`src/design/wsmvm_pkg.sv`:
```
package wsmvm_pkg;

  // Window geometry
  localparam int WINDOW     = 7;
  localparam int MED_IDX    = (WINDOW - 1) / 2;
  localparam int CNT_W      = $clog2(WINDOW + 1);

  // Field widths
  localparam int SAMPLE_W   = 11;
  localparam int VAR_W      = 20;
  localparam int SD_W       = VAR_W / 2;

  // Accumulator widths
  localparam int SUM_W      = SAMPLE_W + $clog2(WINDOW);
  localparam int SQ_W       = 2 * SAMPLE_W - 1;
  localparam int SUMSQ_W    = SQ_W + $clog2(WINDOW);
  localparam int NUM_W      = 2 * SUM_W;

  // Constant divisors
  localparam int WSQ        = WINDOW * WINDOW;
  localparam int DIV_W      = $clog2(WSQ + 1);

  // Rounded-up reciprocals; the shifts keep the quotients exact over the
  // full dividend widths
  localparam int     VAR_SH   = NUM_W + DIV_W;
  localparam longint VAR_RCP  = ((longint'(1) << VAR_SH) + longint'(WSQ) - 1) /
                                longint'(WSQ);
  localparam int     VRCP_W   = $clog2(VAR_RCP + 1);
  localparam int     MEAN_SH  = SUM_W + CNT_W;
  localparam longint MEAN_RCP = ((longint'(1) << MEAN_SH) + longint'(WINDOW) - 1) /
                                longint'(WINDOW);
  localparam int     MRCP_W   = $clog2(MEAN_RCP + 1);

  // Neighbor link of the sorting chain
  typedef struct packed {
    logic signed [SAMPLE_W-1:0] value;
    logic                       gt;
  } link_t;

endpackage

```
`src/design/wsmvm_div.sv`:
```
module wsmvm_div (
  input  logic                            clk,
  input  logic                            rst,
  input  logic                            start,
  input  logic [wsmvm_pkg::NUM_W-1:0]     num,
  input  logic [wsmvm_pkg::SUM_W-1:0]     mag,
  output logic                            done,
  output logic [wsmvm_pkg::VAR_W-1:0]     var_quo,
  output logic [wsmvm_pkg::SAMPLE_W-1:0]  mean_quo
);
  import wsmvm_pkg::*;

  localparam int VPROD_W = NUM_W + VRCP_W;
  localparam int MPROD_W = SUM_W + MRCP_W;

  logic [VPROD_W-1:0] vprod;
  logic [MPROD_W-1:0] mprod;

  // Flag the products in the cycle after start
  always_ff @(posedge clk) begin
    if (rst) begin
      done <= 1'b0;
    end else begin
      done <= start;
    end
  end

  // Multiply by the reciprocals of WINDOW squared and WINDOW
  always_ff @(posedge clk) begin
    if (start) begin
      vprod <= VPROD_W'(num) * VPROD_W'(VAR_RCP);
      mprod <= MPROD_W'(mag) * MPROD_W'(MEAN_RCP);
    end
  end

  assign var_quo  = vprod[VAR_SH +: VAR_W];
  assign mean_quo = mprod[MEAN_SH +: SAMPLE_W];

endmodule

```
`config.mk`:
```
export PLATFORM = sky130hd
export DESIGN_NAME = wsmvm_div
export DESIGN_NICKNAME = d
export VERILOG_FILES = /design/src/design/wsmvm_pkg.sv /design/src/design/wsmvm_div.sv
export SDC_FILE = /design/constraint.sdc
export NUM_CORES = 1
export LEC_CHECK = 0
export ABC_CLOCK_PERIOD_IN_PS = 6100
export BUFFER_PORTS_ARGS = -buffer_cell sky130_fd_sc_hd__buf_2
export CORE_MARGIN = 2
export CORE_UTILIZATION = 50
export DETAILED_ROUTE_END_ITERATION = 8
export PLACE_DENSITY = 0.71
export SYNTH_ARGS = -nofsm -noshare
export SYNTH_HDL_FRONTEND = slang
export SYNTH_SLANG_ARGS = --single-unit
```
`constraint.sdc`:
```
create_clock -name clk -period 6.1 [get_ports clk]
set_input_delay 0.305 -clock clk [delete_from_list [all_inputs] [get_ports clk]]
set_output_delay 0.305 -clock clk [all_outputs]
set_load 0.005 [all_outputs]
```
==> summary.txt <==
STA
  • Actual slew at the worst max-slew pin: 0.8110 ns
  • Final Hold Violating Endpoints: 0
  • Minimum clock period: 5.960 ns
  • Max-slew headroom: 45.93%
  • FMAX: 0.1678 GHz
  • Final worst path period share: 97.70%
  • Final max-slew violation count: 0
  • Final Setup Violations: 0

Global route
  • Vias in the first global route: 11,359
  • Pin count of the biggest net entering global routing: 33
  • GRT overflow: 0
  • Initial antenna violation count: 0
  • First-pass GRT wire length: 55,630 µm
  • GRT Total Usage: 22.42%

Clocking
  • CTS sink count: 32
  • Clk slew on worst S/H paths: 0.06 ns
  • Clk buf depth: 2
  • CTS tree: yes
  • CTS Root Cell: clkbuf_16
  • Setup Buffers After CTS: 0
  • Cts bufs inserted: 5
  • H-tree levels: 2

Layout
  • Final Cell Area: 17,000 µm²
  • Commonest cells after routing, fill and taps aside: 456 x inv_1, 412 x ha_1, 282 x fa_1
  • Antenna diodes: 0
  • # fillers: 2,536
  • Fin nets: 2,351
  • Share of cells above drive strength 1: 11.82%
  • Area grow syn2layout: 11.37%
  • Commonest non-fill, non-tap cell in the layout: inv_1

Logic synthesis
  • Synth warn: 0
  • Post-synth EDFFs: 31
  • Post-synthesis cell area: 15,270 µm²
  • #FFs+latches synth: 32
  • Post-Syn Nets: 2,191
  • Post-Syn Instances: 1,447
  • Sequential share of the synthesized area: 6.228%
  • Yosys top cell area share: 37.24%
  • Synth area leaders: fa_1 37%, ha_1 34%, inv_1 11%
  • Synth cell types: 54
  • Main flop type after synthesis: edfxtp_1
  • Syn_area_per_cell: 10.55 µm²
  • Post-synthesis async set-or-reset flop share: 0%
  • Area leader, netlist: fa_1

Placement
  • Final GP Congestion: 0.9553
  • DP HPWL: 30,440 µm
  • Placed inst area: 16,750 µm²
  • Port Buffers: 76

Worst setup path
  • Critical Path Fanout Max: 6
  • WP data arrival: 6.07 ns
  • Req. time, crit path: 6.21 ns
  • Cell family with most CP delay: adder cells
  • Crit Path Category: input pin to register
  • Slowest stage delay, CP: 0.56 ns
  • Startpoint Class: input pin
  • Buf/Inv on CP: 6
  • Worst-path cell chain: buf_2 > buf_4 > fa_1 > ha_1 > fa_1 > fa_1 > inv_1 > fa_1 > inv_1 > fa_1 > inv_1 > fa_1 > inv_1 > ha_1 > a21o_2 > a21o_1 > a21oi_1 > o31ai_1 > o211ai_1 > nand3_2 > and4_1 > a311oi_1
  • Worst setup EP type: register
  • Most Frequent Cell on Critical Path: fa_1
  • CP max stage cell: fa_1

Floorplanning
  • Total I/O pin count: 77
  • Initial Util: 51.11%
  • Die Wd: 178.7 µm
  • Total die area: 31,950 µm²
  • Core Area: 29,870 µm²
  • Row cnt: 63
  • Die H: 178.7 µm

Detailed routing
  • Vias per cell: 5.081
  • Drt wl/cell: 16.42 µm
  • Post-route ant nets: 0
  • First drt pass iteration count: 4
  • DR vias: 10,151
  • Iter 0 DRT Violations: 365
  • Routed WL: 32,800 µm
  • DRC: 0

Status
  • Status: complete, no violations

Min path
  • Worst hold path type: input pin to register

Job
  • Max Cap Violations: 0
cell usage after synthesis, types with 4 or more instances:
library cell and instances:
edfxtp_1 31, fa_1 284, and3_1 6, nand3_1 9, o21bai_1 5, xnor2_1 24
nand2_1 17, o211ai_1 4, o21ai_0 14, o21ai_1 4, nor2b_1 5, a21o_1 32
a311oi_1 4, ha_1 415, and2_1 4, a21oi_1 28, nor2_1 18, a211oi_1 7
inv_1 456, nand4_1 10, xor2_1 13, clkbuf_1 4
state kept, by name, summed over array words and instances, names as in the netlist:
name,flops
mprod,11
done,1
vprod,20
logic make-up after synthesis:
| kind of cell | after synthesis | share of synthesized area, % |
|---|---|---|
| DFF | 32 | 6.228 |
| AOI/OAI and AO/OA | 132 | 6.130 |
| buffers and inverters | 460 | 11.31 |
| adders and majority gates | 699 | 71.24 |
| xor gates and xnor gates | 37 | 2.122 |
| and+or+nand+nor | 87 | 2.966 |
layout make-up:
class / instances / area (µm²) / area share [%]
clock buffers: 5 / 125.1 / 0.7358
clock inverters: 3 / 23.77 / 0.1398
repair buffers: 157 / 1021 / 6.004
multi-input cells: 955 / 12680 / 74.59
well taps: 390 / 488.0 / 2.870
inverters: 456 / 1712 / 10.07
flip-flops and latches: 32 / 950.9 / 5.592
per-stage QoR:
stage                     utilization [%]  hold slack [ns]  cells  worst slack [ns]  setup TNS, ns
after global placement              56.08           0.4603   1990           -0.1415        -0.6863
after detailed placement            56.08           0.4640   1990           -0.1781         -1.069
final                               56.92           0.1601   1998            0.1401              0
after floorplan                         -           0.3766   1447            0.4403              0
after global routing                56.92           0.1701   1998          -0.02865       -0.05402
after CTS                           56.58           0.1547   1998            0.1262              0
metal layers:
metal | part of all wire [%] | GRT usage (%)
met1 | 44 | 29.58
met2 | 50 | 38.75
met3 | 3.8 | 3.414
met4 | 2.6 | 5.454
met5 | 0 | 0
final timing paths:
check | endpoint | from | slack [ns] | cells after the start
worst max-delay path | vprod[46]$_DFFE_PP_ | num[6] | 0.14 | 22
worst min-delay path | done$_SDFF_PP0_ | rst | 0.16 | 2
what timing repair did:
| action | CTS | global route |
|---|---|---|
| endpoints found under the setup margin | 0 | 11 |
| gates resized for setup | 0 | 21 |
| hold buffers | 0 | 0 |
Power is not shown: default switching activity piles up to over one toggle a cycle in this logic, so the estimate is an artifact.
