### config.mk
export PLATFORM = sky130hd
export DESIGN_NAME = wsmvm_cell
export DESIGN_NICKNAME = d
export VERILOG_FILES = /design/src/design/wsmvm_pkg.sv /design/src/design/wsmvm_cell.sv
export SDC_FILE = /design/constraint.sdc
export NUM_CORES = 1
export LEC_CHECK = 0
export BUFFER_PORTS_ARGS = -buffer_cell sky130_fd_sc_hd__buf_2
export CORE_UTILIZATION = 35
export CTS_CLUSTER_SIZE = 14
export DETAILED_ROUTE_END_ITERATION = 12
export GPL_TIMING_DRIVEN = 0
export SETUP_SLACK_MARGIN = 0.3
export SLEW_MARGIN = 20
export SYNTH_ARGS = -nofsm -noshare
export SYNTH_HDL_FRONTEND = slang
export SYNTH_SLANG_ARGS = --single-unit
### constraint.sdc
create_clock -name clk -period 4.2 [get_ports clk]
set_input_delay 0.21 -clock clk [delete_from_list [all_inputs] [get_ports clk]]
set_output_delay 0.21 -clock clk [all_outputs]
set_load 0.01 [all_outputs]
### src/design/wsmvm_pkg.sv
package wsmvm_pkg;

  // Window geometry
  localparam int WINDOW     = 7;
  localparam int MED_IDX    = (WINDOW - 1) / 2;
  localparam int CNT_W      = $clog2(WINDOW + 1);

  // Field widths
  localparam int SAMPLE_W   = 11;
  localparam int VAR_W      = 20;
  localparam int SD_W       = VAR_W / 2;

  // Accumulator widths
  localparam int SUM_W      = SAMPLE_W + $clog2(WINDOW);
  localparam int SQ_W       = 2 * SAMPLE_W - 1;
  localparam int SUMSQ_W    = SQ_W + $clog2(WINDOW);
  localparam int NUM_W      = 2 * SUM_W;

  // Constant divisors
  localparam int WSQ        = WINDOW * WINDOW;
  localparam int DIV_W      = $clog2(WSQ + 1);

  // Rounded-up reciprocals; the shifts keep the quotients exact over the
  // full dividend widths
  localparam int     VAR_SH   = NUM_W + DIV_W;
  localparam longint VAR_RCP  = ((longint'(1) << VAR_SH) + longint'(WSQ) - 1) /
                                longint'(WSQ);
  localparam int     VRCP_W   = $clog2(VAR_RCP + 1);
  localparam int     MEAN_SH  = SUM_W + CNT_W;
  localparam longint MEAN_RCP = ((longint'(1) << MEAN_SH) + longint'(WINDOW) - 1) /
                                longint'(WINDOW);
  localparam int     MRCP_W   = $clog2(MEAN_RCP + 1);

  // Neighbor link of the sorting chain
  typedef struct packed {
    logic signed [SAMPLE_W-1:0] value;
    logic                       gt;
  } link_t;

endpackage

### src/design/wsmvm_cell.sv
module wsmvm_cell (
  input  logic                                  clk,
  input  logic                                  load,
  input  logic                                  occ,
  input  logic signed [wsmvm_pkg::SAMPLE_W-1:0] x,
  input  wsmvm_pkg::link_t                      prev,
  output wsmvm_pkg::link_t                      nxt
);
  import wsmvm_pkg::*;

  logic signed [SAMPLE_W-1:0] value;
  logic signed [SAMPLE_W-1:0] value_next;
  logic                       gt;

  // Empty cells and cells above the new sample make room
  assign gt = !occ || (value > x);

  // Keep, take the new sample, or take the left neighbor's value
  always_comb begin
    if (!gt) begin
      value_next = value;
    end else if (!prev.gt) begin
      value_next = x;
    end else begin
      value_next = prev.value;
    end
  end

  always_ff @(posedge clk) begin
    if (load) begin
      value <= value_next;
    end
  end

  assign nxt.value = value;
  assign nxt.gt    = gt;

endmodule

==> flow_metrics.tcl, run 1 <==
set metrics [dict create \
    antenna_found_initial 0 \
    path_class "register to register" \
    crit_required_ns 4.09 \
    worst_pin_slew_ns 0.988 \
    timing.fmax_ghz 0.394 \
    synth_fp_nets 115 \
    synth_common_cells "13 x inv_1, 12 x nand2_1, 12 x o21ai_0, 11 x edfxtp_1, 11 x ha_1" \
    worstSkewPairLatency_ns 0.27 \
    drt-pass1-iter-count 4 \
    yosys-top-cells-area "edfxtp_1 43%, ha_1 18%, o21ai_0 7.8%, inv_1 6.3%, nand2_1 5.9%" \
    biggestRegsByFlops "value (11)" \
    grt_pass1_vias 638 \
    nets 157 \
    fin_util 0.502 \
    finalHoldViolCount 0 \
    drv_cap 0 \
    h-tree-depth 1 \
    netlist.top_cell.by_area "edfxtp_1" \
    status "complete, no violations" \
    initial_utilization 0.381 \
    wirelength_um 1570 \
    clkSinkCount 11 \
    dieArea_sq_um 2390 \
    dp_slack_ns 1.66 \
    avgSynthCellArea_sq_um 9.87 \
    grt_pass1_wl_um 2740 \
    synth_top_flop_cell "edfxtp_1" \
    yosysMostFrequentCell "inv_1" \
    max_flop_register "value" \
    final-instance-count-excl-fill 146 \
    cp_slowest_cell "o31ai_2" \
    postCtsSetupRepairBufs 0 \
    grt-ovfl-total 0 \
    synthArstFlopShare 0 \
    path_cells "ha_1, and4_4, and2_4, a41o_1, o31ai_2" \
    num_rows 16 \
    n_antenna_cell 0 \
    slowest_delay_ns 0.83 \
    clk_path_buf_depth 2 \
    ys_ff_latch 11 \
    place_area_sq_um 988 \
    antenna_left 0 \
    drtIter0Drc 5 \
    rsz0062_at_grt "no" \
    largest_reg_flops 11 \
    ys_seq_area_frac 0.429 \
    ys_warn_count 0 \
    final_design_area_no_fill_sq_um 1010 \
    synth_edf_count 11 \
    cts_root_buffer "clkbuf_4" \
    wire_per_inst_um 10.8 \
    grt_max_degree 12 \
    relSlewSlack 0.337 \
    final.fill_count 204 \
    synth_area_sq_um 769 \
    min_period_ns 2.54 \
    track_usage 0.155 \
    io_buffers 37 \
    fin_crit_sh 0.604 \
    hp-class "input port to register" \
    vias 679 \
    fin_worst_skew_ns 0.00368 \
    leakage_nw 0.526 \
    synth_top_area_share 0.429 \
    dp_hpwl_um 1280 \
    cp_data_arrival_time_ns 2.43 \
    chipWidth_um 48.9 \
    synthCells 78 \
    place_inst 142 \
    core_sq_um 2020 \
    cts_resized 0 \
    tns_ns 0 \
    ios 38 \
    setup_violations 0 \
    cp_max_fo 11 \
    power_density_nw_per_um2 300 \
    drcViolationCount 0 \
    end_kind "register" \
    routed_via_density 4.65 \
    areaGrowthSynthToFinish_pct 31.9 \
    die_y_um 48.9 \
    crit_family "compound AO/OA/AOI/OAI gates" \
    ir_drop_uv 193 \
    finalWeightedCongestion 0.734 \
    layout-drive-gt1-share 0.403 \
    slew_violations 0 \
    cts_buffers 3 \
    clkTransAtPathRegs_ns 0.07 \
    hold_buffers 0 \
    startpoint_type "register" \
    ys_types 19 \
    layout_setup_ws_ns 1.66 \
    cts_tree "built" \
    cp_num_buf_inv 0 \
]
==> through the flow <==
stage | power [mW] | hold slack [ns]
6_report | 0.305 | 0.217
5_1_grt | 0.328 | 0.225
4_1_cts | 0.310 | 0.210
3_5_place_dp | 0.236 | 0.491
3_3_place_gp | 0.234 | 0.485
2_1_floorplan | 0.200 | 0.397
==> logic make-up (layout without fill, tap and decap cells) <==
| kind of cell | after synthesis | in the layout | share of synthesized area |
|---|---|---|---|
| adders and majority gates | 11 | 11 | 0.179 |
| muxes | 1 | 1 | 0.0146 |
| and+or+nand+nor | 18 | 18 | 0.125 |
| buffers and inverters | 16 | 57 | 0.0829 |
| AOI/OAI and AO/OA | 21 | 21 | 0.169 |
| DFF | 11 | 11 | 0.429 |
==> worst register-to-register path, delay by kind of cell, from the launching register on <==
family	cells	cell delay (ns)
AOI/OAI and AO/OA	2	1.08
adders and majority gates	1	0.33
DFF	1	0.40
and+or+nand+nor	2	0.35
==> where the power goes <==
part | internal [mW] | switching, mW | total, mW | leakage [nW]
combinational | 0.0416 | 0.0472 | 0.0888 | 0.402
clock | 0.0367 | 0.0353 | 0.0720 | 0.0150
sequential | 0.138 | 0.00642 | 0.144 | 0.109
total | 0.216 | 0.0889 | 0.305 | 0.526
==> final cells by class <==
type	instances	area, sq um	share of cell area
sequential	11	330	0.326
clock buffer	4	26.3	0.0259
inverter	13	48.8	0.0481
timing repair buffer	37	185	0.182
buffer	3	15.0	0.0148
multi-input combinational	51	375	0.370
tap	27	33.8	0.0333
==> cell usage in the layout (no fill, tap or decap), types with 2 or more instances in the layout <==
| master | n |
|---|---|
| buf_2 | 37 |
| inv_1 | 13 |
| nand2_1 | 12 |
| o21ai_0 | 12 |
| ha_1 | 11 |
| edfxtp_1 | 11 |
| a21oi_1 | 4 |
| clkbuf_1 | 3 |
| clkbuf_4 | 3 |
| and4_4 | 2 |
==> routing by layer <==
metal	vias to the layer above	GRT usage	routed length [um]
met4	0	0.0882	40
met2	32	0.245	661
met1	287	0.193	765
met3	4	0.0343	107
met5	-	0	0
li1	356	-	-
==> worst paths after layout <==
kind	start	end	slack [ns]	cells after the start
worst max-delay path	value[10]$_DFFE_PP_	value[3]$_DFFE_PP_	1.66	5
worst min-delay path	prev[8]	value[7]$_DFFE_PP_	0.22	3
worst max register to register	value[10]$_DFFE_PP_	value[3]$_DFFE_PP_	1.66	5
worst min register to register	value[1]$_DFFE_PP_	value[9]$_DFFE_PP_	1.13	3
Note: power is estimated with default switching activity, not from simulation.
==> run 2: changes to the inputs <==
Settings changed: PLACE_DENSITY set to 0.66.
Clock period 4.2 ns to 2.2 ns, I/O delays scaled along.
==> flow_metrics.tcl, run 2 (same netlist as run 1, synthesis figures left out) <==
set metrics [dict create \
    power_density_nw_per_um2 560 \
    grt_pass1_vias 696 \
    leakage_nw 0.574 \
    cp_slowest_cell "edfxtp_1" \
    drv_cap 0 \
    end_kind "output port" \
    ir_drop_uv 293 \
    p_int_mw 0.457 \
    vias 720 \
    clkSinkCount 11 \
    whs_ns 0.108 \
    cts_root_buffer "clkbuf_4" \
    p_clk_frac 0.220 \
    startpoint_type "register" \
    h-tree-depth 1 \
    cts_tree "built" \
    ios 38 \
    worstSkewPairLatency_ns 0.28 \
    io_buffers 37 \
    clkTransAtPathRegs_ns 0.08 \
    chipWidth_um 48.9 \
    timing.fmax_ghz 0.491 \
    hp-class "input port to register" \
    finalHoldViolCount 0 \
    wirelength_um 1860 \
    switchingPower_mw 0.203 \
    wire_per_inst_um 12.0 \
    cp_num_buf_inv 2 \
    core_sq_um 2020 \
    switching_share 0.308 \
    cp_max_fo 2 \
    final_common_cell "buf_2" \
    dieArea_sq_um 2390 \
    grt_max_degree 11 \
    slowest_delay_ns 0.44 \
    layout_common_cells "36 x buf_2, 13 x inv_1, 12 x nand2_1, 11 x edfxtp_1, 10 x o21ai_0" \
    layout-drive-gt1-share 0.496 \
    biggestRegsByFlops "value (11)" \
    max_flop_register "value" \
    largest_reg_flops 11 \
    num_rows 16 \
    rsz0062_at_grt "yes" \
    nets 165 \
    fin_worst_skew_ns 0.00400 \
    place_inst 142 \
    finalWeightedCongestion 0.747 \
    crit_family "flip-flops" \
    cts_buffers 3 \
    min_period_ns 2.04 \
    crit_required_ns 2.09 \
    final-instance-count-excl-fill 154 \
    n_antenna_cell 0 \
    path_cells "ha_4, and4_4, and2_4, a41o_1, o21ai_1, buf_4, buf_6" \
    clk_path_buf_depth 2 \
    status "complete, no violations" \
    antenna_found_initial 0 \
    die_y_um 48.9 \
    drt-pass1-iter-count 2 \
    fin_crit_sh 0.925 \
    areaGrowthSynthToFinish_pct 53.2 \
    track_usage 0.175 \
    antenna_left 0 \
    path_class "register to output port" \
    initial_utilization 0.381 \
    tns_ns 0 \
    use_met2 0.287 \
    busiest_layer "met2" \
    dp_hpwl_um 1320 \
    setup_violations 0 \
    drtIter0Drc 4 \
    power_frac_seq 0.422 \
    worst_pin_slew_ns 0.444 \
    drcViolationCount 0 \
    relSlewSlack 0.704 \
    grt_pass1_wl_um 3080 \
    grt-ovfl-total 0 \
    hold_buffers 0 \
    routed_via_density 4.68 \
    power_mw 0.660 \
    slew_violations 0 \
    p_comb_frac 0.358 \
    met1_usage 0.220 \
    grt_use_met3 0.0280 \
    cp_data_arrival_time_ns 1.93 \
]
-- run 2: cell types whose count changed in the layout (fill, tap and decap cells not counted), sizes merged --
cell / previous run / this run
buf: 38 / 46
-- run 2: power by group through the flow --
stage          Sequential [mW]  Clock [mW]  Combinational, mW
6_report                 0.279       0.145              0.236
5_1_grt                  0.281       0.156              0.267
4_1_cts                  0.276       0.146              0.220
3_5_place_dp             0.279           0              0.177
3_3_place_gp             0.278           0              0.172
2_1_floorplan            0.290           0             0.0963
-- run 2: final cells by class --
cell class,instances,area (sq um)
clock buffer,4,26.3
fill,190,843
sequential,11,330
inverter,13,48.8
timing repair buffer,45,259
buffer,3,15.0
multi-input combinational,51,465
tap,27,33.8
-- run 2: per-stage QoR --
stage	util	setup slack (ns)	cell area, sq um
5_1_grt	0.583	0.111	1180
3_5_place_dp	0.493	-0.0573	997
2_1_floorplan	-	0.103	778
3_3_place_gp	0.493	0.00809	997
6_report	0.583	0.165	1180
4_1_cts	0.559	0.173	1130
-- run 2: routing by layer --
layer | up-vias | share of wire
met5 | - | 0
li1 | 371 | -
met2 | 28 | 0.51
met3 | 4 | 0.040
met4 | 0 | 0.019
met1 | 317 | 0.43
-- run 2: worst paths after layout --
kind                 startpoint             endpoint  slack [ns]  depth (start not counted)
max          value[5]$_DFFE_PP_               nxt[0]        0.16                          7
min                     prev[7]   value[6]$_DFFE_PP_        0.11                          3
max reg2reg  value[5]$_DFFE_PP_   value[8]$_DFFE_PP_        0.20                          7
min reg2reg  value[1]$_DFFE_PP_  value[10]$_DFFE_PP_        1.11                          4
-- run 2: tightest hold or removal path: cells and delay by family --
kind            cells  cell delay (ns)
compound gates      1             0.05
buf+inv             1             0.07
simple gates        1             0.04
-- run 2: timing repair --
| item | 4_1_cts | 5_1_grt |
|---|---|---|
| setup buffers | 6 | 2 |
| cloned | 0 | 0 |
| pin swaps | 5 | 1 |
| resized for setup | 9 | 4 |
| endpoints found under the setup margin | 12 | 12 |
