## src/design/wsmvm_pkg.sv

```systemverilog
package wsmvm_pkg;

  // Window geometry
  localparam int WINDOW     = 7;
  localparam int MED_IDX    = (WINDOW - 1) / 2;
  localparam int CNT_W      = $clog2(WINDOW + 1);

  // Field widths
  localparam int SAMPLE_W   = 11;
  localparam int VAR_W      = 20;
  localparam int SD_W       = VAR_W / 2;

  // Accumulator widths
  localparam int SUM_W      = SAMPLE_W + $clog2(WINDOW);
  localparam int SQ_W       = 2 * SAMPLE_W - 1;
  localparam int SUMSQ_W    = SQ_W + $clog2(WINDOW);
  localparam int NUM_W      = 2 * SUM_W;

  // Constant divisors
  localparam int WSQ        = WINDOW * WINDOW;
  localparam int DIV_W      = $clog2(WSQ + 1);

  // Rounded-up reciprocals; the shifts keep the quotients exact over the
  // full dividend widths
  localparam int     VAR_SH   = NUM_W + DIV_W;
  localparam longint VAR_RCP  = ((longint'(1) << VAR_SH) + longint'(WSQ) - 1) /
                                longint'(WSQ);
  localparam int     VRCP_W   = $clog2(VAR_RCP + 1);
  localparam int     MEAN_SH  = SUM_W + CNT_W;
  localparam longint MEAN_RCP = ((longint'(1) << MEAN_SH) + longint'(WINDOW) - 1) /
                                longint'(WINDOW);
  localparam int     MRCP_W   = $clog2(MEAN_RCP + 1);

  // Neighbor link of the sorting chain
  typedef struct packed {
    logic signed [SAMPLE_W-1:0] value;
    logic                       gt;
  } link_t;

endpackage

```

## src/design/wsmvm_sqrt.sv

```systemverilog
module wsmvm_sqrt (
  input  logic                            clk,
  input  logic                            rst,
  input  logic                            start,
  input  logic [wsmvm_pkg::VAR_W-1:0]     radicand,
  output logic                            done,
  output logic [wsmvm_pkg::SD_W-1:0]      root
);
  import wsmvm_pkg::*;

  localparam int RCNT_W = $clog2(SD_W + 1);
  localparam int REM_W  = SD_W + 3;

  logic              busy;
  logic [RCNT_W-1:0] cnt;
  logic [VAR_W-1:0]  rad;
  logic [REM_W-1:0]  rem;
  logic [REM_W-1:0]  rem_sh;
  logic [REM_W-1:0]  trial;
  logic              take;

  // Bring down two radicand bits per cycle while busy
  assign rem_sh = {rem[REM_W-3:0], rad[VAR_W-1:VAR_W-2]};
  assign trial  = {1'b0, root, 2'b01};
  assign take   = rem_sh >= trial;

  always_ff @(posedge clk) begin
    if (rst) begin
      busy <= 1'b0;
      done <= 1'b0;
      cnt  <= '0;
    end else begin
      done <= 1'b0;
      if (start && !busy) begin
        busy <= 1'b1;
        cnt  <= RCNT_W'(SD_W);
      end else if (busy) begin
        cnt <= cnt - 1'b1;
        if (cnt == RCNT_W'(1)) begin
          busy <= 1'b0;
          done <= 1'b1;
        end
      end
    end
  end

  always_ff @(posedge clk) begin
    if (start && !busy) begin
      rad  <= radicand;
      rem  <= '0;
      root <= '0;
    end else if (busy) begin
      rad  <= {rad[VAR_W-3:0], 2'b00};
      rem  <= take ? (rem_sh - trial) : rem_sh;
      root <= {root[SD_W-2:0], take};
    end
  end

endmodule
```

## config.mk

```make
export PLATFORM = sky130hd
export DESIGN_NAME = wsmvm_sqrt
export DESIGN_NICKNAME = d
export VERILOG_FILES = /design/src/design/wsmvm_pkg.sv /design/src/design/wsmvm_sqrt.sv
export SDC_FILE = /design/constraint.sdc
export NUM_CORES = 1
export LEC_CHECK = 0
export BUFFER_PORTS_ARGS = -buffer_cell sky130_fd_sc_hd__buf_2
export CAP_MARGIN = 20
export CORE_UTILIZATION = 35
export CTS_CLUSTER_SIZE = 12
export DETAILED_ROUTE_END_ITERATION = 8
export PLACE_DENSITY = 0.51
export SYNTH_ARGS = -nofsm -noshare
export SYNTH_HDL_FRONTEND = slang
export SYNTH_SLANG_ARGS = --single-unit
export TNS_END_PERCENT = 30
```

## constraint.sdc

```tcl
create_clock -name clk -period 2.76 [get_ports clk]
set_clock_uncertainty 0.2 [all_clocks]
set_input_delay 0.414 -clock clk [delete_from_list [all_inputs] [get_ports clk]]
set_output_delay 0.414 -clock clk [all_outputs]
set_load 0.02 [all_outputs]
```

==> results.json, run 1 <==
{
  "status": "finished clean",
  "end_kind": "flip-flop",
  "whs_ns": 0.148,
  "layout-drive-gt1-share": 0.292,
  "dp_hpwl_um": 3890,
  "rows": 31,
  "clk_latency_ns": 0.31,
  "htree_levels": 2,
  "ff2ff_setup_slack_ns": 0.29,
  "gp_congestion": 0.792,
  "fin_nets": 317,
  "cp.required_ns": 2.76,
  "die-area_um2": 7850,
  "postPlaceCellArea_um2": 2870,
  "cpPeakStageDelay_ns": 0.47,
  "hold_buffers": 0,
  "dp.cells": 372,
  "start_util": 0.362,
  "clkTransAtPathRegs_ns": 0.10,
  "core_um2": 7250,
  "grt_max_degree": 33,
  "synth_top_area_frac": 0.229,
  "dr.pass1.iters": 4,
  "synth_area_um2": 2620,
  "cp_slowest_cell": "o31a_1",
  "cap_violations": 0,
  "yosysWarnings": 0,
  "critical_path_class": "reg -> reg",
  "synth_edf_count": 20,
  "grt_usage": 0.151,
  "cts-root-buf": "clkbuf_8",
  "r2r_cells": 7,
  "p_int_mw": 1.71,
  "io-pin-count": 34,
  "drtIter0Drc": 71,
  "holdPathEnd": "cnt[2]$_SDFFE_PP0P_",
  "cts_buffer_depth": 2,
  "worstMarginPinSlew_ns": 0.468,
  "whs_path_depth": 2,
  "vias": 1961,
  "fin_area_um2": 2970,
  "syn_avg_cell_area_um2": 10.6,
  "postCtsSetupRepairBufs": 0,
  "finalPower_mw": 2.93,
  "hp-start": "rst",
  "netlist_top_cells_area": "edfxtp_1 (23%), dfxtp_1 (21%), mux2_2 (8.2%)",
  "worstReg2RegEnd": "rem[7]$_SDFFE_PP0P_",
  "critical_path.startpoint_type": "flip-flop",
  "pwr_density_cell_nw_per_um2": 987,
  "cts_sinks": 47,
  "cts_buffers": 5,
  "slew_headroom": 0.688,
  "p_leak_nw": 1.14,
  "synth.distinct_cells": 55,
  "drc": 0,
  "setup_tns_ns": 0,
  "min_period_ns": 2.47,
  "synth_ff_type": "dfxtp_1",
  "synth_area_leader_cell": "edfxtp_1",
  "postLayoutCoreUtil": 0.409,
  "switching_share": 0.418,
  "ys_ff_latch": 47,
  "synth_nets": 284,
  "diodes": 0,
  "path_max_fanout": 10,
  "area_growth_pct": 13.2,
  "antenna_left": 0,
  "wl_um": 5390,
  "cts_tree": "done",
  "fin_crit_sh": 0.894,
  "grt_pass1_vias": 1910,
  "overflow": 0,
  "die_w_um": 88.6,
  "pre_cts_slack_ns": 0.347,
  "post_cts_resized": 0,
  "arrival_ns": 2.47,
  "ys_async_sr_fraction": 0,
  "antenna_found_initial": 0,
  "r2r_start": "root[8]$_SDFFE_PP0P_",
  "crit_chain": "inv_1 -> ha_1 -> and3b_4 -> a21boi_2 -> o31a_1 -> a221oi_2 -> a311o_1",
  "max_freq_mhz": 405,
  "wl_per_cell_um": 14.2,
  "hold_viol": 0,
  "fin_ws_ns": 0.294,
  "synth_top_cells_by_count": "dfxtp_1 (27), nand2_1 (24), edfxtp_1 (20)",
  "combPwrFrac": 0.523,
  "rsz0062_at_grt": "no",
  "synth_cells": 247,
  "stdcell_count": 380,
  "peakVddDrop_uv": 286,
  "worstHoldPathType": "in -> reg",
  "setup_viol": 0,
  "seq_area_frac_synth": 0.435,
  "synth_most_common_cell": "dfxtp_1",
  "routed_via_density": 5.16,
  "grt_pass1_wl_um": 8920,
  "switchingPower_mw": 1.22,
  "clock_power_share": 0.156,
  "drv_slew": 0,
  "chipHeight_um": 88.6,
  "seqPwrFrac": 0.321,
  "numPortBuffers": 33
}
-- worst max path at each step --
stage	to	from	slack [ns]
global placement	rem[7]$_SDFFE_PP0P_	root[8]$_SDFFE_PP0P_	0.33
detailed placement	rem[7]$_SDFFE_PP0P_	root[8]$_SDFFE_PP0P_	0.35
global route	rem[7]$_SDFFE_PP0P_	root[8]$_SDFFE_PP0P_	0.17
floorplan	rem[7]$_SDFFE_PP0P_	root[6]$_SDFFE_PP0P_	0.46
CTS	rem[7]$_SDFFE_PP0P_	root[8]$_SDFFE_PP0P_	0.32
finish	rem[7]$_SDFFE_PP0P_	root[8]$_SDFFE_PP0P_	0.29
-- flip-flops by register name (all words and copies together) (netlist names) --
| name | flops |
|---|---|
| busy | 1 |
| cnt | 4 |
| done | 1 |
| rad | 20 |
| rem | 11 |
| root | 10 |
-- kinds of logic after synthesis --
kind of cell	synth area share
buffers and inverters	0.0548
adder cells (fa/ha/maj)	0.0668
AO/OA/AOI/OAI	0.178
multiplexers	0.0854
flip-flops	0.435
XOR/XNOR	0.0234
AND/OR/NAND/NOR	0.156
-- layout by cell type (no fill, tap or decap), drive strengths merged, types with 10 or more instances in the layout --
| master | n |
|---|---|
| nand2 | 24 |
| edfxtp | 20 |
| nor2 | 10 |
| ha | 14 |
| dfxtp | 27 |
| inv | 19 |
| o31ai | 13 |
| mux2 | 19 |
| buf | 38 |
-- cell type report --
class,count,area [um2]
Clock buffer,5,68.8
Clock inverter,3,27.5
Fill cell,740,4280
Inverter,17,63.8
Multi-Input combinational cell,171,1340
Sequential cell,47,1140
Tap cell,99,124
Timing Repair Buffer,38,203
-- critical path: cells and delay by family, from the launching register on --
family                   cells  cell delay (ns)
buffers and inverters        1             0.07
AO/OA/AOI/OAI                4             1.10
adder cells (fa/ha/maj)      1             0.38
AND/OR/NAND/NOR              1             0.24
flip-flops                   1             0.36
-- power groups by stage --
stage          Combinational, mW  Sequential (mW)  Clock (mW)
2_1_floorplan               1.25            0.946           0
3_3_place_gp                1.53            0.957           0
3_5_place_dp                1.53            0.957           0
4_1_cts                     1.54            0.941       0.480
5_1_grt                     1.68            0.954       0.503
6_report                    1.53            0.941       0.457
-- metal layers --
metal  up-vias  part of all wire  GRT usage
li1        991                 -          -
met1       926              0.49      0.203
met2        36              0.46      0.238
met3         8             0.034     0.0326
met4         0             0.018     0.0557
met5         -                 0          0
(Power assumes the default switching activity.)
==> inputs of run 2 (changes only) <==
- CORE_UTILIZATION: 35 -> 57
- PLACE_DENSITY: 0.51 -> 0.77
==> results.json, run 2 (synthesis results as in run 1) <==
{
  "postPlaceCellArea_um2": 2800,
  "r2r_start": "root[9]$_SDFFE_PP0P_",
  "pwr_density_cell_nw_per_um2": 1020,
  "largest_reg_flops": 20,
  "path_max_fanout": 10,
  "die_w_um": 69.8,
  "r2r_cells": 7,
  "worstHoldPathType": "in -> reg",
  "slew_headroom": 0.505,
  "cap_violations": 0,
  "antenna_left": 0,
  "startpoint": "root[9]$_SDFFE_PP0P_",
  "postCtsSetupRepairBufs": 0,
  "wl_um": 5230,
  "critical_path.startpoint_type": "flip-flop",
  "drc": 0,
  "clk_latency_ns": 0.29,
  "cp.required_ns": 2.74,
  "grt_pass1_wl_um": 8970,
  "grt_max_degree": 28,
  "arrival_ns": 2.44,
  "fin_area_um2": 2900,
  "antenna_found_initial": 0,
  "die-area_um2": 4880,
  "routed_via_density": 6.05,
  "drv_slew": 0,
  "setup_tns_ns": 0,
  "setup_viol": 0,
  "critical_path_class": "reg -> reg",
  "cts_sinks": 47,
  "diodes": 0,
  "status": "finished clean",
  "whs_ns": 0.159,
  "min_period_ns": 2.45,
  "chipHeight_um": 69.8,
  "start_util": 0.598,
  "cts_buffers": 5,
  "max_freq_mhz": 408,
  "rsz0062_at_grt": "no",
  "worstReg2RegEnd": "rem[0]$_SDFFE_PP0P_",
  "rows": 24,
  "hold_buffers": 0,
  "clkTransAtPathRegs_ns": 0.09,
  "dr.pass1.iters": 4,
  "htree_levels": 2,
  "worstMarginPinSlew_ns": 0.742,
  "post_cts_resized": 0,
  "p_leak_nw": 1.14,
  "fin_crit_sh": 0.889,
  "gp_congestion": 0.896,
  "hold_viol": 0,
  "numPortBuffers": 33,
  "ff2ff_setup_slack_ns": 0.31,
  "grt_pass1_vias": 1976,
  "endpoint": "rem[0]$_SDFFE_PP0P_",
  "cts_tree": "done",
  "drtIter0Drc": 119,
  "final_common_cell": "buf_2",
  "fin_nets": 315,
  "wl_per_cell_um": 15.8,
  "whs_path_depth": 2,
  "peakVddDrop_uv": 496,
  "layout-drive-gt1-share": 0.280,
  "grt_usage": 0.233,
  "largestRegisters": "rad (20), rem (11), root (10)",
  "final_cell_mix": "buf_2 (33), dfxtp_1 (27), nand2_1 (24), edfxtp_1 (20), mux2_2 (19)",
  "cts_buffer_depth": 2,
  "dp_hpwl_um": 3770,
  "io-pin-count": 34,
  "cts-root-buf": "clkbuf_8",
  "top_register": "rad",
  "end_kind": "flip-flop",
  "area_growth_pct": 10.7,
  "vias": 2001,
  "overflow": 0,
  "core_um2": 4380
}
[run 2: per-stage QoR]
step	instances	total power [mW]	utilization	worst slack, ns
after floorplan	247	2.20	-	0.457
after global placement	323	2.42	0.638	0.400
after detailed placement	323	2.45	0.638	0.346
after CTS	331	2.95	0.662	0.336
after global routing	331	3.14	0.662	0.176
final	331	2.95	0.662	0.307
[run 2: routing by layer]
metal,share of wire,global-route usage
met1,0.45,0.291
met2,0.48,0.384
met3,0.042,0.0480
met4,0.030,0.111
met5,0,0
[run 2: worst min path at each step]
stage	slack (ns)	end	startpoint
after floorplan	0.23	rem[9]$_SDFFE_PP0P_	rem[9]$_SDFFE_PP0P_
after global placement	0.26	root[2]$_SDFFE_PP0P_	root[1]$_SDFFE_PP0P_
after detailed placement	0.26	rem[9]$_SDFFE_PP0P_	rem[9]$_SDFFE_PP0P_
after CTS	0.16	cnt[2]$_SDFFE_PP0P_	rst
after global routing	0.16	cnt[2]$_SDFFE_PP0P_	rst
final	0.16	cnt[2]$_SDFFE_PP0P_	rst
[run 2: layout make-up]
class | instances | area, um2
Clock inverter | 3 | 38.8
Fill cell | 361 | 1480
Multi-Input combinational cell | 171 | 1340
Inverter | 17 | 63.8
Clock buffer | 5 | 68.8
Timing Repair Buffer | 36 | 188
Sequential cell | 47 | 1140
Tap cell | 52 | 65.1
[run 2: report_power, final]
part	switching (mW)	internal, mW	leakage (nW)
logic	0.873	0.641	0.659
registers	0.0844	0.858	0.425
clock network	0.229	0.265	0.0556
[run 2: critical path: stages (launching register included)]
cell and delay, ns:
dfxtp_1 0.33, inv_1 0.06, ha_1 0.33, a211oi_2 0.26, a21boi_2 0.29, o31a_1 0.46
nand3_1 0.14, a32o_1 0.27
==> inputs of run 3 (changes only) <==
- MAX_ROUTING_LAYER: not set -> met4
==> results.json, run 3 (synthesis results as in run 1) <==
{
  "cpPeakStageDelay_ns": 0.45,
  "hp-start": "rst",
  "cts_sinks": 47,
  "area_growth_pct": 10.7,
  "post_cts_resized": 0,
  "final_common_cell": "buf_2",
  "dr.pass1.iters": 4,
  "largest_reg_flops": 20,
  "start_util": 0.598,
  "final_cell_mix": "buf_2 (33), dfxtp_1 (27), nand2_1 (24), edfxtp_1 (20), mux2_2 (19)",
  "grt_pass1_vias": 1979,
  "drtIter0Drc": 121,
  "multi_input_area_um2": 1340,
  "worstHoldPathType": "in -> reg",
  "max_freq_mhz": 410,
  "slew_headroom": 0.512,
  "wl_um": 5270,
  "setup_viol": 0,
  "hold_buffers": 0,
  "worstMarginPinSlew_ns": 0.731,
  "gp_congestion": 0.912,
  "end_kind": "flip-flop",
  "startpoint": "root[9]$_SDFFE_PP0P_",
  "fin_nets": 315,
  "dp.cells": 323,
  "grt_pass1_wl_um": 8980,
  "status": "finished clean",
  "stdcell_count": 331,
  "crit_chain": "inv_1 -> ha_1 -> a211oi_2 -> a21boi_2 -> o31a_1 -> nand3_1 -> a32o_1",
  "largestRegisters": "rad (20), rem (11), root (10)",
  "hold_viol": 0,
  "arrival_ns": 2.42,
  "cts_buffer_depth": 2,
  "overflow": 0,
  "fin_crit_sh": 0.883,
  "min_period_ns": 2.44,
  "routed_via_density": 6.06,
  "drc": 0,
  "cp_slowest_cell": "o31a_1",
  "r2r_cells": 7,
  "layout-drive-gt1-share": 0.280,
  "p_leak_nw": 1.14,
  "drv_slew": 0,
  "top_register": "rad",
  "grt_max_degree": 28,
  "antenna_found_initial": 0,
  "setup_tns_ns": 0,
  "htree_levels": 2,
  "die-area_um2": 4880,
  "critical_path.startpoint_type": "flip-flop",
  "cts_buffers": 5,
  "cts_tree": "done",
  "postCtsSetupRepairBufs": 0,
  "die_w_um": 69.8,
  "grt_usage": 0.240,
  "cp.required_ns": 2.75,
  "cap_violations": 0,
  "io-pin-count": 34,
  "chipHeight_um": 69.8,
  "antenna_left": 0,
  "cts-root-buf": "clkbuf_8",
  "diodes": 0,
  "clkTransAtPathRegs_ns": 0.09,
  "whs_path_depth": 2,
  "dp_hpwl_um": 3770,
  "core_um2": 4380,
  "path_max_fanout": 10,
  "regArea_um2": 1140,
  "wl_per_cell_um": 15.9,
  "fillers": 361,
  "pwr_density_cell_nw_per_um2": 1020,
  "r2r_start": "root[9]$_SDFFE_PP0P_",
  "rsz0062_at_grt": "no",
  "peakVddDrop_uv": 497,
  "numPortBuffers": 33,
  "vias": 2005,
  "critical_path_class": "reg -> reg",
  "rows": 24,
  "clk_latency_ns": 0.29
}
==> run 3: final timing paths <==
path                         endpoint  slack [ns]
setup / recovery  rem[0]$_SDFFE_PP0P_        0.32
hold / removal    cnt[2]$_SDFFE_PP0P_        0.16
setup reg to reg  rem[0]$_SDFFE_PP0P_        0.32
hold reg to reg   rem[9]$_SDFFE_PP0P_        0.27
==> run 3: layout make-up <==
cell class | count | area share
Inverter | 17 | 0.0220
Multi-Input combinational cell | 171 | 0.461
Clock inverter | 3 | 0.0134
Timing Repair Buffer | 36 | 0.0646
Clock buffer | 5 | 0.0237
Sequential cell | 47 | 0.393
Tap cell | 52 | 0.0224
==> run 3: power breakdown <==
| part | leakage, nW | total, mW | switching (mW) | internal (mW) |
|---|---|---|---|---|
| combinational | 0.659 | 1.51 | 0.874 | 0.641 |
| clock | 0.0556 | 0.494 | 0.228 | 0.265 |
| sequential | 0.425 | 0.944 | 0.0852 | 0.858 |
==> run 3: worst max-delay path: cells and delay by family (launching register included) <==
| kind | cells | cell delay, ns |
|---|---|---|
| adders and majority gates | 1 | 0.33 |
| AOI/OAI and AO/OA | 4 | 1.26 |
| and+or+nand+nor | 1 | 0.14 |
| buffers and inverters | 1 | 0.06 |
| DFF | 1 | 0.33 |
==> run 3: stage by stage <==
stage	cell area (um2)	hold WS [ns]	util	setup slack, ns	power (mW)
after global placement	2800	0.256	0.638	0.400	2.42
after CTS	2900	0.156	0.662	0.336	2.95
after detailed placement	2800	0.261	0.638	0.346	2.45
after floorplan	2620	0.229	-	0.457	2.20
after global routing	2900	0.157	0.662	0.176	3.14
final	2900	0.163	0.662	0.324	2.95
==> run 3: metal layers <==
metal	part of all wire	global-route usage	wire [um]	vias to the layer above
met5	0	-	0	-
met4	0.031	0.111	163	0
met3	0.034	0.0436	180	12
met2	0.48	0.385	2530	51
met1	0.46	0.293	2400	962
li1	-	-	-	980
